### src/shs_pkg.sv
`default_nettype none
// ----------------------------------------------------------------------------
// shs_pkg
// Shared types, constants and the block word builder for the SHA-1 stream
// hasher.
// ----------------------------------------------------------------------------
package shs_pkg;

   localparam int unsigned WORD_W       = 32;
   localparam int unsigned BLOCK_WORDS  = 16;
   localparam int unsigned ADDR_W       = 4;
   localparam int unsigned DIGEST_WORDS = 5;

   localparam logic [5:0] LENGTH_OFFSET = 6'd56;
   localparam logic [5:0] LAST_BYTE_POS = 6'd63;
   localparam logic [1:0] LAST_BYTE_LANE = 2'd3;
   localparam logic [3:0] LEN_HI_WORD   = 4'd14;
   localparam logic [3:0] LEN_LO_WORD   = 4'd15;
   localparam logic [7:0] PAD_BYTE      = 8'h80;
   localparam logic [2:0] LAST_WORD_IDX = 3'd4;

   localparam logic [6:0] SCHED_ROUNDS  = 7'd16;
   localparam logic [6:0] PHASE1_START  = 7'd20;
   localparam logic [6:0] PHASE2_START  = 7'd40;
   localparam logic [6:0] PHASE3_START  = 7'd60;
   localparam logic [6:0] FINAL_ROUND   = 7'd79;

   localparam logic [31:0] K_PHASE0 = 32'h5A827999;
   localparam logic [31:0] K_PHASE1 = 32'h6ED9EBA1;
   localparam logic [31:0] K_PHASE2 = 32'h8F1BBCDC;
   localparam logic [31:0] K_PHASE3 = 32'hCA62C1D6;

   typedef logic [DIGEST_WORDS-1:0][WORD_W-1:0] chain_type;

   // Element 0 sits in the low word.
   localparam chain_type SHA1_IV = {32'hC3D2E1F0, 32'h10325476, 32'h98BADCFE,
                                    32'hEFCDAB89, 32'h67452301};

   typedef enum logic [1:0] {
      BLK_DATA,
      BLK_PAD,
      BLK_PAD_LEN,
      BLK_LEN
   } blk_kind_type;

   typedef enum logic [1:0] {
      ST_IDLE,
      ST_HASH,
      ST_FINISH
   } fsm_state_type;

   typedef struct packed {
      blk_kind_type kind;
      logic [5:0]   pos;
      logic [23:0]  acc;
      logic [63:0]  bit_len;
   } blk_ctx_type;

   typedef struct packed {
      logic [7:0] data_byte;
      logic       byte_valid;
      logic       end_of_message;
   } req_payload_type;

   typedef struct packed {
      logic [31:0] digest_word;
      logic [2:0]  word_index;
      logic        last_word;
   } rsp_payload_type;

   // Message word idx of the block being compressed, with padding and length
   // laid over the stored words as the block kind requires.
   function automatic logic [31:0] shs_build_word(logic [3:0] idx,
                                                  logic [31:0] ram_word,
                                                  blk_ctx_type ctx);
      logic [31:0] word;
      logic [31:0] pad_word;
      logic [31:0] acc_word;
      logic [3:0]  pw;
      logic [1:0]  pb;
      pw       = ctx.pos[5:2];
      pb       = ctx.pos[1:0];
      acc_word = {ctx.acc, 8'h00};
      pad_word = '0;
      for (int k = 0; k < 4; k++) begin
         if (2'(k) < pb) begin
            pad_word[31-8*k -: 8] = acc_word[31-8*k -: 8];
         end else if (2'(k) == pb) begin
            pad_word[31-8*k -: 8] = PAD_BYTE;
         end
      end
      word = '0;
      case (ctx.kind)
         BLK_DATA: begin
            word = ram_word;
         end
         BLK_PAD, BLK_PAD_LEN: begin
            if (idx < pw) begin
               word = ram_word;
            end else if (idx == pw) begin
               word = pad_word;
            end
            if (ctx.kind == BLK_PAD_LEN) begin
               if (idx == LEN_HI_WORD) word = ctx.bit_len[63:32];
               if (idx == LEN_LO_WORD) word = ctx.bit_len[31:0];
            end
         end
         BLK_LEN: begin
            if (idx == LEN_HI_WORD) word = ctx.bit_len[63:32];
            if (idx == LEN_LO_WORD) word = ctx.bit_len[31:0];
         end
         default: begin
            word = ram_word;
         end
      endcase
      return word;
   endfunction

endpackage
`default_nettype wire

### src/shs_block_ram.sv
`default_nettype none
// ----------------------------------------------------------------------------
// shs_block_ram
// Message block store: 16 words of 32 bits, one write and one registered read
// per cycle.
// ----------------------------------------------------------------------------
module shs_block_ram (
   input  wire logic                        clock,
   input  wire logic                        wr_en,
   input  wire logic [shs_pkg::ADDR_W-1:0]  wr_addr,
   input  wire logic [shs_pkg::WORD_W-1:0]  wr_data,
   input  wire logic [shs_pkg::ADDR_W-1:0]  rd_addr,
   output      logic [shs_pkg::WORD_W-1:0]  rd_data
);

   logic [shs_pkg::WORD_W-1:0] mem [shs_pkg::BLOCK_WORDS];
   logic [shs_pkg::WORD_W-1:0] rd_data_ff;

   always_ff @(posedge clock) begin
      if (wr_en) begin
         mem[wr_addr] <= wr_data;
      end
   end

   always_ff @(posedge clock) begin
      rd_data_ff <= mem[rd_addr];
   end

   assign rd_data = rd_data_ff;

endmodule
`default_nettype wire

### src/shs_round_core.sv
`default_nettype none
// ----------------------------------------------------------------------------
// shs_round_core
// SHA-1 compression: one round per cycle over a 16-word schedule shift line,
// then a registered add folds the working words into the chaining words.
// ----------------------------------------------------------------------------
module shs_round_core (
   input  wire logic                        clock,
   input  wire logic                        reset,
   input  wire logic                        start,
   input  wire logic                        iv_load,
   input  wire shs_pkg::blk_ctx_type        ctx,
   output      logic [shs_pkg::ADDR_W-1:0]  rd_addr,
   input  wire logic [shs_pkg::WORD_W-1:0]  rd_data,
   output      logic                        done,
   output      shs_pkg::chain_type          chain
);

   logic        run_ff, run_in;
   logic        add_ff, add_in;
   logic        done_ff, done_in;
   logic [6:0]  t_ff, t_in;
   logic [31:0] a_ff, a_in, b_ff, b_in, c_ff, c_in, d_ff, d_in, e_ff, e_in;
   logic [31:0] w_ff [shs_pkg::BLOCK_WORDS];
   logic [31:0] w_in [shs_pkg::BLOCK_WORDS];
   shs_pkg::chain_type chain_ff, chain_in;

   logic [31:0] w_cur;
   logic [31:0] w_mix;
   logic [31:0] f_val;
   logic [31:0] k_val;
   logic [31:0] sum;

   always_comb begin
      w_mix = w_ff[2] ^ w_ff[7] ^ w_ff[13] ^ w_ff[15];
      if (t_ff < shs_pkg::SCHED_ROUNDS) begin
         w_cur = shs_pkg::shs_build_word(t_ff[3:0], rd_data, ctx);
      end else begin
         w_cur = {w_mix[30:0], w_mix[31]};
      end
      if (t_ff < shs_pkg::PHASE1_START) begin
         f_val = (b_ff & c_ff) | (~b_ff & d_ff);
         k_val = shs_pkg::K_PHASE0;
      end else if (t_ff < shs_pkg::PHASE2_START) begin
         f_val = b_ff ^ c_ff ^ d_ff;
         k_val = shs_pkg::K_PHASE1;
      end else if (t_ff < shs_pkg::PHASE3_START) begin
         f_val = (b_ff & c_ff) | (b_ff & d_ff) | (c_ff & d_ff);
         k_val = shs_pkg::K_PHASE2;
      end else begin
         f_val = b_ff ^ c_ff ^ d_ff;
         k_val = shs_pkg::K_PHASE3;
      end
      sum = {a_ff[26:0], a_ff[31:27]} + f_val + e_ff + k_val + w_cur;
   end

   // Fetch one word ahead of the round that uses it.
   assign rd_addr = start ? '0 : t_ff[3:0] + 4'd1;

   always_comb begin
      run_in   = run_ff;
      add_in   = 1'b0;
      done_in  = 1'b0;
      t_in     = t_ff;
      a_in     = a_ff;
      b_in     = b_ff;
      c_in     = c_ff;
      d_in     = d_ff;
      e_in     = e_ff;
      w_in     = w_ff;
      chain_in = chain_ff;
      if (start) begin
         run_in = 1'b1;
         t_in   = '0;
         a_in   = chain_ff[0];
         b_in   = chain_ff[1];
         c_in   = chain_ff[2];
         d_in   = chain_ff[3];
         e_in   = chain_ff[4];
      end else if (run_ff) begin
         a_in  = sum;
         b_in  = a_ff;
         c_in  = {b_ff[1:0], b_ff[31:2]};
         d_in  = c_ff;
         e_in  = d_ff;
         w_in[0] = w_cur;
         for (int i = 1; i < shs_pkg::BLOCK_WORDS; i++) begin
            w_in[i] = w_ff[i-1];
         end
         t_in = t_ff + 7'd1;
         if (t_ff == shs_pkg::FINAL_ROUND) begin
            run_in = 1'b0;
            add_in = 1'b1;
         end
      end
      if (add_ff) begin
         chain_in[0] = chain_ff[0] + a_ff;
         chain_in[1] = chain_ff[1] + b_ff;
         chain_in[2] = chain_ff[2] + c_ff;
         chain_in[3] = chain_ff[3] + d_ff;
         chain_in[4] = chain_ff[4] + e_ff;
         done_in     = 1'b1;
      end
      if (iv_load) begin
         chain_in = shs_pkg::SHA1_IV;
      end
   end

   always_ff @(posedge clock) begin
      if (reset) begin
         run_ff   <= 1'b0;
         add_ff   <= 1'b0;
         done_ff  <= 1'b0;
         t_ff     <= '0;
         chain_ff <= shs_pkg::SHA1_IV;
      end else begin
         run_ff   <= run_in;
         add_ff   <= add_in;
         done_ff  <= done_in;
         t_ff     <= t_in;
         chain_ff <= chain_in;
      end
   end

   always_ff @(posedge clock) begin
      a_ff <= a_in;
      b_ff <= b_in;
      c_ff <= c_in;
      d_ff <= d_in;
      e_ff <= e_in;
      w_ff <= w_in;
   end

   assign done  = done_ff;
   assign chain = chain_ff;

   a_start_idle: assert property (@(posedge clock) disable iff (reset)
      start |-> (!run_ff && !add_ff))
      else $error("compression started while a block is in flight");

   a_fold_after_last: assert property (@(posedge clock) disable iff (reset)
      (run_ff && t_ff == shs_pkg::FINAL_ROUND) |=> (add_ff && !run_ff))
      else $error("final round not followed by the chaining add");

   a_done_quiet: assert property (@(posedge clock) disable iff (reset)
      done_ff |-> (!run_ff && !add_ff))
      else $error("done raised while the core is still busy");

endmodule
`default_nettype wire

### src/sha1_stream_hasher.sv
`default_nettype none
// ----------------------------------------------------------------------------
// sha1_stream_hasher
// Byte-stream SHA-1: packs bytes into a block store, compresses each full
// block, pads and appends the bit length at end of message and returns the
// five digest words.
//
//   port group   dir  payload            transfer when
//   req_*        in   req_payload_type   req_valid && !req_stall
//   rsp_*        out  rsp_payload_type   rsp_valid && !rsp_stall
//
// A byte is taken while the hasher is idle; the 64th byte of a block starts a
// compression (start and fetch, 80 rounds through the round core, fold and
// hand-back), and no further byte is taken until it is through.
// End of message adds one or two padding blocks, then the digest is copied
// into the output buffer and drains at one word per cycle unless stalled.
// A new message may start while the digest is still draining.
// Reset is synchronous and puts the chaining words back to the initial vector.
// ----------------------------------------------------------------------------
module sha1_stream_hasher (
   input  wire logic                     clock,
   input  wire logic                     reset,
   input  wire logic                     req_valid,
   output      logic                     req_stall,
   input  wire shs_pkg::req_payload_type req_payload,
   output      logic                     rsp_valid,
   input  wire logic                     rsp_stall,
   output      shs_pkg::rsp_payload_type rsp_payload
);

   shs_pkg::fsm_state_type state_ff, state_in;
   shs_pkg::blk_kind_type  kind_ff, kind_in;
   logic [5:0]   pos_ff, pos_in;
   logic [23:0]  acc_ff, acc_in;
   logic [63:0]  len_ff, len_in;
   logic         eom_ff, eom_in;
   logic         start_ff, start_in;
   logic         out_busy_ff, out_busy_in;
   logic [2:0]   out_idx_ff, out_idx_in;
   logic [31:0]  out_word_ff [shs_pkg::DIGEST_WORDS];
   logic [31:0]  out_word_in [shs_pkg::DIGEST_WORDS];

   logic         req_take;
   logic         rsp_take;
   logic [5:0]   pos_next;
   logic         iv_load;
   logic         wr_en;
   logic [shs_pkg::ADDR_W-1:0] rd_addr;
   logic [shs_pkg::WORD_W-1:0] rd_data;
   logic         core_done;
   shs_pkg::chain_type  core_chain;
   shs_pkg::blk_ctx_type ctx;

   assign req_stall = (state_ff != shs_pkg::ST_IDLE);
   assign req_take  = req_valid && !req_stall;
   assign rsp_take  = out_busy_ff && !rsp_stall;
   assign wr_en     = req_take && req_payload.byte_valid &&
                      (pos_ff[1:0] == shs_pkg::LAST_BYTE_LANE);
   assign ctx       = '{kind: kind_ff, pos: pos_ff, acc: acc_ff, bit_len: len_ff};

   shs_block_ram u_ram (
      .clock   (clock),
      .wr_en   (wr_en),
      .wr_addr (pos_ff[5:2]),
      .wr_data ({acc_ff, req_payload.data_byte}),
      .rd_addr (rd_addr),
      .rd_data (rd_data)
   );

   shs_round_core u_core (
      .clock   (clock),
      .reset   (reset),
      .start   (start_ff),
      .iv_load (iv_load),
      .ctx     (ctx),
      .rd_addr (rd_addr),
      .rd_data (rd_data),
      .done    (core_done),
      .chain   (core_chain)
   );

   always_comb begin
      state_in    = state_ff;
      kind_in     = kind_ff;
      pos_in      = pos_ff;
      acc_in      = acc_ff;
      len_in      = len_ff;
      eom_in      = eom_ff;
      start_in    = 1'b0;
      iv_load     = 1'b0;
      out_busy_in = out_busy_ff;
      out_idx_in  = out_idx_ff;
      out_word_in = out_word_ff;
      pos_next    = pos_ff + {5'd0, req_payload.byte_valid};

      // Drain the digest one word per transfer.
      if (rsp_take) begin
         for (int i = 0; i < shs_pkg::DIGEST_WORDS - 1; i++) begin
            out_word_in[i] = out_word_ff[i+1];
         end
         out_idx_in = out_idx_ff + 3'd1;
         if (out_idx_ff == shs_pkg::LAST_WORD_IDX) begin
            out_busy_in = 1'b0;
            out_idx_in  = '0;
         end
      end

      case (state_ff)
         shs_pkg::ST_IDLE: begin
            if (req_take) begin
               if (req_payload.byte_valid) begin
                  case (pos_ff[1:0])
                     2'd0:    acc_in[23:16] = req_payload.data_byte;
                     2'd1:    acc_in[15:8]  = req_payload.data_byte;
                     2'd2:    acc_in[7:0]   = req_payload.data_byte;
                     default: acc_in        = acc_ff;
                  endcase
                  len_in = len_ff + 64'd8;
                  pos_in = pos_next;
               end
               if (req_payload.byte_valid && pos_ff == shs_pkg::LAST_BYTE_POS) begin
                  kind_in  = shs_pkg::BLK_DATA;
                  eom_in   = req_payload.end_of_message;
                  start_in = 1'b1;
                  state_in = shs_pkg::ST_HASH;
               end else if (req_payload.end_of_message) begin
                  kind_in  = (pos_next < shs_pkg::LENGTH_OFFSET) ?
                             shs_pkg::BLK_PAD_LEN : shs_pkg::BLK_PAD;
                  start_in = 1'b1;
                  state_in = shs_pkg::ST_HASH;
               end
            end
         end
         shs_pkg::ST_HASH: begin
            if (core_done) begin
               case (kind_ff)
                  shs_pkg::BLK_DATA: begin
                     if (eom_ff) begin
                        kind_in  = shs_pkg::BLK_PAD_LEN;
                        start_in = 1'b1;
                     end else begin
                        state_in = shs_pkg::ST_IDLE;
                     end
                  end
                  shs_pkg::BLK_PAD: begin
                     kind_in  = shs_pkg::BLK_LEN;
                     start_in = 1'b1;
                  end
                  default: begin
                     state_in = shs_pkg::ST_FINISH;
                  end
               endcase
            end
         end
         shs_pkg::ST_FINISH: begin
            // Hold until the previous digest has fully drained.
            if (!out_busy_ff) begin
               for (int i = 0; i < shs_pkg::DIGEST_WORDS; i++) begin
                  out_word_in[i] = core_chain[i];
               end
               out_busy_in = 1'b1;
               out_idx_in  = '0;
               iv_load     = 1'b1;
               pos_in      = '0;
               len_in      = '0;
               eom_in      = 1'b0;
               state_in    = shs_pkg::ST_IDLE;
            end
         end
         default: begin
            state_in = shs_pkg::ST_IDLE;
         end
      endcase
   end

   always_ff @(posedge clock) begin
      if (reset) begin
         state_ff    <= shs_pkg::ST_IDLE;
         kind_ff     <= shs_pkg::BLK_DATA;
         pos_ff      <= '0;
         len_ff      <= '0;
         eom_ff      <= 1'b0;
         start_ff    <= 1'b0;
         out_busy_ff <= 1'b0;
         out_idx_ff  <= '0;
      end else begin
         state_ff    <= state_in;
         kind_ff     <= kind_in;
         pos_ff      <= pos_in;
         len_ff      <= len_in;
         eom_ff      <= eom_in;
         start_ff    <= start_in;
         out_busy_ff <= out_busy_in;
         out_idx_ff  <= out_idx_in;
      end
   end

   always_ff @(posedge clock) begin
      acc_ff      <= acc_in;
      out_word_ff <= out_word_in;
   end

   assign rsp_valid               = out_busy_ff;
   assign rsp_payload.digest_word = out_word_ff[0];
   assign rsp_payload.word_index  = out_idx_ff;
   assign rsp_payload.last_word   = (out_idx_ff == shs_pkg::LAST_WORD_IDX);

   a_start_in_hash: assert property (@(posedge clock) disable iff (reset)
      start_ff |-> (state_ff == shs_pkg::ST_HASH))
      else $error("core started outside the hash state");

   a_done_in_hash: assert property (@(posedge clock) disable iff (reset)
      core_done |-> (state_ff == shs_pkg::ST_HASH))
      else $error("core finished a block nobody asked for");

   a_last_empties: assert property (@(posedge clock) disable iff (reset)
      (rsp_valid && !rsp_stall && rsp_payload.last_word) |=> !rsp_valid)
      else $error("digest buffer still busy after the last word");

endmodule
`default_nettype wire

### config.mk
export PLATFORM = sky130hd
export DESIGN_NAME = sha1_stream_hasher
export DESIGN_NICKNAME = d
export VERILOG_FILES = /design/src/shs_pkg.sv /design/src/shs_block_ram.sv /design/src/shs_round_core.sv /design/src/sha1_stream_hasher.sv
export SDC_FILE = /design/constraint.sdc
export NUM_CORES = 2
export LEC_CHECK = 0
export ABC_AREA = 1
export BUFFER_PORTS_ARGS = -buffer_cell sky130_fd_sc_hd__clkbuf_2
export CORE_MARGIN = 4
export CORE_UTILIZATION = 37
export DETAILED_ROUTE_END_ITERATION = 8
export GPL_ROUTABILITY_DRIVEN = 0
export SLEW_MARGIN = 20
export SYNTH_ARGS = -nofsm -noshare
export SYNTH_HDL_FRONTEND = slang
export SYNTH_SLANG_ARGS = --single-unit
### constraint.sdc
create_clock -name clock -period 70.1 [get_ports clock]
set_clock_uncertainty 0.15 [all_clocks]
set_input_delay 7.01 -clock clock [delete_from_list [all_inputs] [get_ports clock]]
set_output_delay 7.01 -clock clock [all_outputs]
set_load 0.1 [all_outputs]
==> flow_metrics.env <==
export IMPL_synth_seq_cells=1647
export IMPL_io_pins=52
export IMPL_yosysSeqAreaShare_pct=57.6
export IMPL_finalPower_w=0.00307
export IMPL_synth_area_per_cell_um2=9.90
export IMPL_start_kind="input port"
export IMPL_wl_mm=241
export IMPL_cts_tree="yes"
export IMPL_dpl_hpwl_mm=166
export IMPL_first_iter_violations=7763
export IMPL_nFillCells=20300
export IMPL_p_sw_share_pct=35.5
export IMPL_multi_input_area_um2=29100
export IMPL_ys_types=57
export IMPL_hold_path_class="flop to flop"
export IMPL_area_growth_pct=11.8
export IMPL_max_cap_viol_count=0
export IMPL_timing_final_ws_setup_ns=60.37
export IMPL_peakVddDrop_mv=0.0355
export IMPL_async_flop_share_pct=0
export IMPL_die_h_um=469
export IMPL_grt_pass1_wl_mm=356
export IMPL_final_common_cell="nand2_1"
export IMPL_fmax_ghz=0.103
export IMPL_grt_pass1_vias=56000
export IMPL_synth_top_cell_area_share_pct=47.3
export IMPL_intPower_w=0.00198
export IMPL_worstPathArrival_ns=10.04
export IMPL_seq_area_um2=45400
export IMPL_netlist_top_cells_area="edfxtp_1, dfxtp_1, nand2_1, o21ai_0, ha_1"
export IMPL_synth_area_um2=78800
export IMPL_setup_violations_final=0
export IMPL_rsz0062_at_grt="no"
export IMPL_core_area_um2=212000
export IMPL_remaining_drc_errors=0
export IMPL_hold_viol_final=0
export IMPL_cts_buffer_depth=3
export IMPL_path_clk_slew_ns=0.06
export IMPL_crit_type="input port to flop"
export IMPL_synth_nets=8332
export IMPL_wl_per_cell_um=22.2
export IMPL_power_switching_w=0.00109
export IMPL_cts_sinks=1647
export IMPL_cts_root_buf="clkbuf_16"
export IMPL_cts_resized=0
export IMPL_required_ns=70.41
export IMPL_combPwrFrac_pct=28.7
export IMPL_seq_power_share_pct=39.5
export IMPL_drt_pass1_iterations=8
export IMPL_synthCells=7959
export IMPL_viasPerCell=5.51
export IMPL_final_max_slew_violation_count=0
export IMPL_row_count=169
export IMPL_cp_max_fo=45
export IMPL_cts_setup_buffers=0
export IMPL_ys_flop_type="edfxtp_1"
export IMPL_mostFrequentLayoutCells="nand2_1, edfxtp_1, inv_1"
export IMPL_p_leak_nw=32.8
export IMPL_cts_buffers=172
export IMPL_overflow=0
export IMPL_grt_antenna_before_repair=6
export IMPL_grt_max_degree=201
export IMPL_grt_usage_pct=21.0
export IMPL_p_clk_share_pct=31.7
export IMPL_die_w_um=469
export IMPL_layout_drive_gt1_share_pct=6.02
export IMPL_start_util_pct=37.2
export IMPL_tightest_slew_ns=1.17
export IMPL_tns_ns=0
export IMPL_fin_nets=8271
export IMPL_vias=59900
export IMPL_io_buffers=51
export IMPL_slew_headroom_pct=21.9
export IMPL_synth_top_cell_by_area="edfxtp_1"
export IMPL_synth_edf_count=1240
export IMPL_cts_hold_buf=0
export IMPL_power_per_cell_area_nw_per_um2=34.9
export IMPL_place_ws_ns=59.48
export IMPL_drtAntennaViolNets=0
export IMPL_final_min_clock_period_ns=9.73
export IMPL_clk_latency_ns=0.88
export IMPL_cp_end_kind="flop"
export IMPL_dieArea_um2=220000
export IMPL_outcome="finished, final reports clean"
export IMPL_yosysWarnings=0
export IMPL_cts_max_level=4
export IMPL_fin_crit_sh_pct=13.9
## power by group through the flow
stage	logic [W]	clock network, W	registers [W]
3_3_place_gp	0.000850	0	0.00123
2_1_floorplan	0.000632	0	0.00120
4_1_cts	0.000866	0.000993	0.00121
5_1_grt	0.000975	0.00104	0.00122
3_5_place_dp	0.000862	0	0.00123
6_report	0.000883	0.000975	0.00122
## cell families (layout without fill, tap and decap cells)
kind of cell	count (synthesis)	count (layout)	synth area share, %
AND/OR/NAND/NOR	2948	2948	15.7
AO/OA/AOI/OAI	1722	1722	12.5
flip-flops	1647	1647	57.6
buffers and inverters	1136	1222	5.67
adder cells (fa/ha/maj)	359	359	6.88
XOR/XNOR	147	147	1.63
other	0	2	0
## flip-flops by register name, summed over array words and instances, names as in the netlist, 2 cells and up
| name | cells |
|---|---|
| len_ff | 61 |
| out_word_ff | 128 |
| kind_ff | 2 |
| u_core.t_ff | 7 |
| rsp_payload | 32 |
| u_core.c_ff | 32 |
| pos_ff | 6 |
| u_core.a_ff | 32 |
| u_core.w_ff | 512 |
| u_core.d_ff | 32 |
| u_core.chain | 160 |
| state_ff | 2 |
| acc_ff | 24 |
| out_idx_ff | 3 |
| u_ram.mem | 512 |
| u_core.b_ff | 32 |
| u_ram.rd_data | 32 |
| u_core.e_ff | 32 |
## through the flow
stage	hold WS, ns	util (%)	cells	area [um^2]
detailed placement	0.255	38.6	10500	81800
CTS	0.215	41.5	10900	87900
global placement	0.250	38.6	10500	81700
floorplan	0.250	-	7959	78800
global route	0.215	41.6	10900	88100
finish	0.208	41.6	10900	88100
## final timing paths
check,from,endpoint,slack [ns],depth (start not counted)
max reg2reg,u_core.t_ff[0],u_core.a_ff[31],61.93,27
min,u_core.w_ff[325],u_core.w_ff[293],0.21,0
min reg2reg,u_core.w_ff[325],u_core.w_ff[293],0.21,0
max,req_valid,u_ram.mem[9][21],60.37,13
## routing by layer
metal  global-route usage [%]  up-vias  routed length [um]
met5                        0        -                   0
met4                     8.48        0               10500
met3                     4.15      510               23000
met2                     31.3     2907              104000
met1                     29.9    29000              103000
li1                         -    27500                   -
## critical path, stage by stage
cell,delay (ns)
clkbuf_2,0.09
inv_1,0.05
nand2_1,0.07
nand2_1,0.06
inv_2,0.05
nand2_2,0.09
nor2_8,0.55
inv_2,0.11
nor2_4,0.19
inv_1,0.18
nor2_2,0.24
nand3_1,0.36
nor2_4,0.94
## synth_stat cells, drive strengths merged (8+ instances only)
cell       n
inv      786
o21bai    44
a21o      30
o21a      14
o22ai     52
dfxtp    407
or2       28
o211ai   133
nand4     92
a21boi    16
nand3    492
edfxtp  1240
nand3b    20
ha       235
nand2   1422
o21ai    738
fa       124
a22oi      8
xor2      73
nor2     778
buf      120
a21oi    531
clkbuf   229
o221ai   127
xnor2     74
nor4       8
a31oi     13
nor3      95
## area by class of cell
cell class,count,share of cell area [%]
flip-flops and latches,1647,51.5
well taps,2821,4.01
multi-input cells,5176,33.1
clock buffers,221,5.33
inverters,787,3.37
repair buffers,114,1.08
clock inverters,100,1.63
diodes,2,0.00568
No activity file was read; power rests on OpenSTA's default activity.
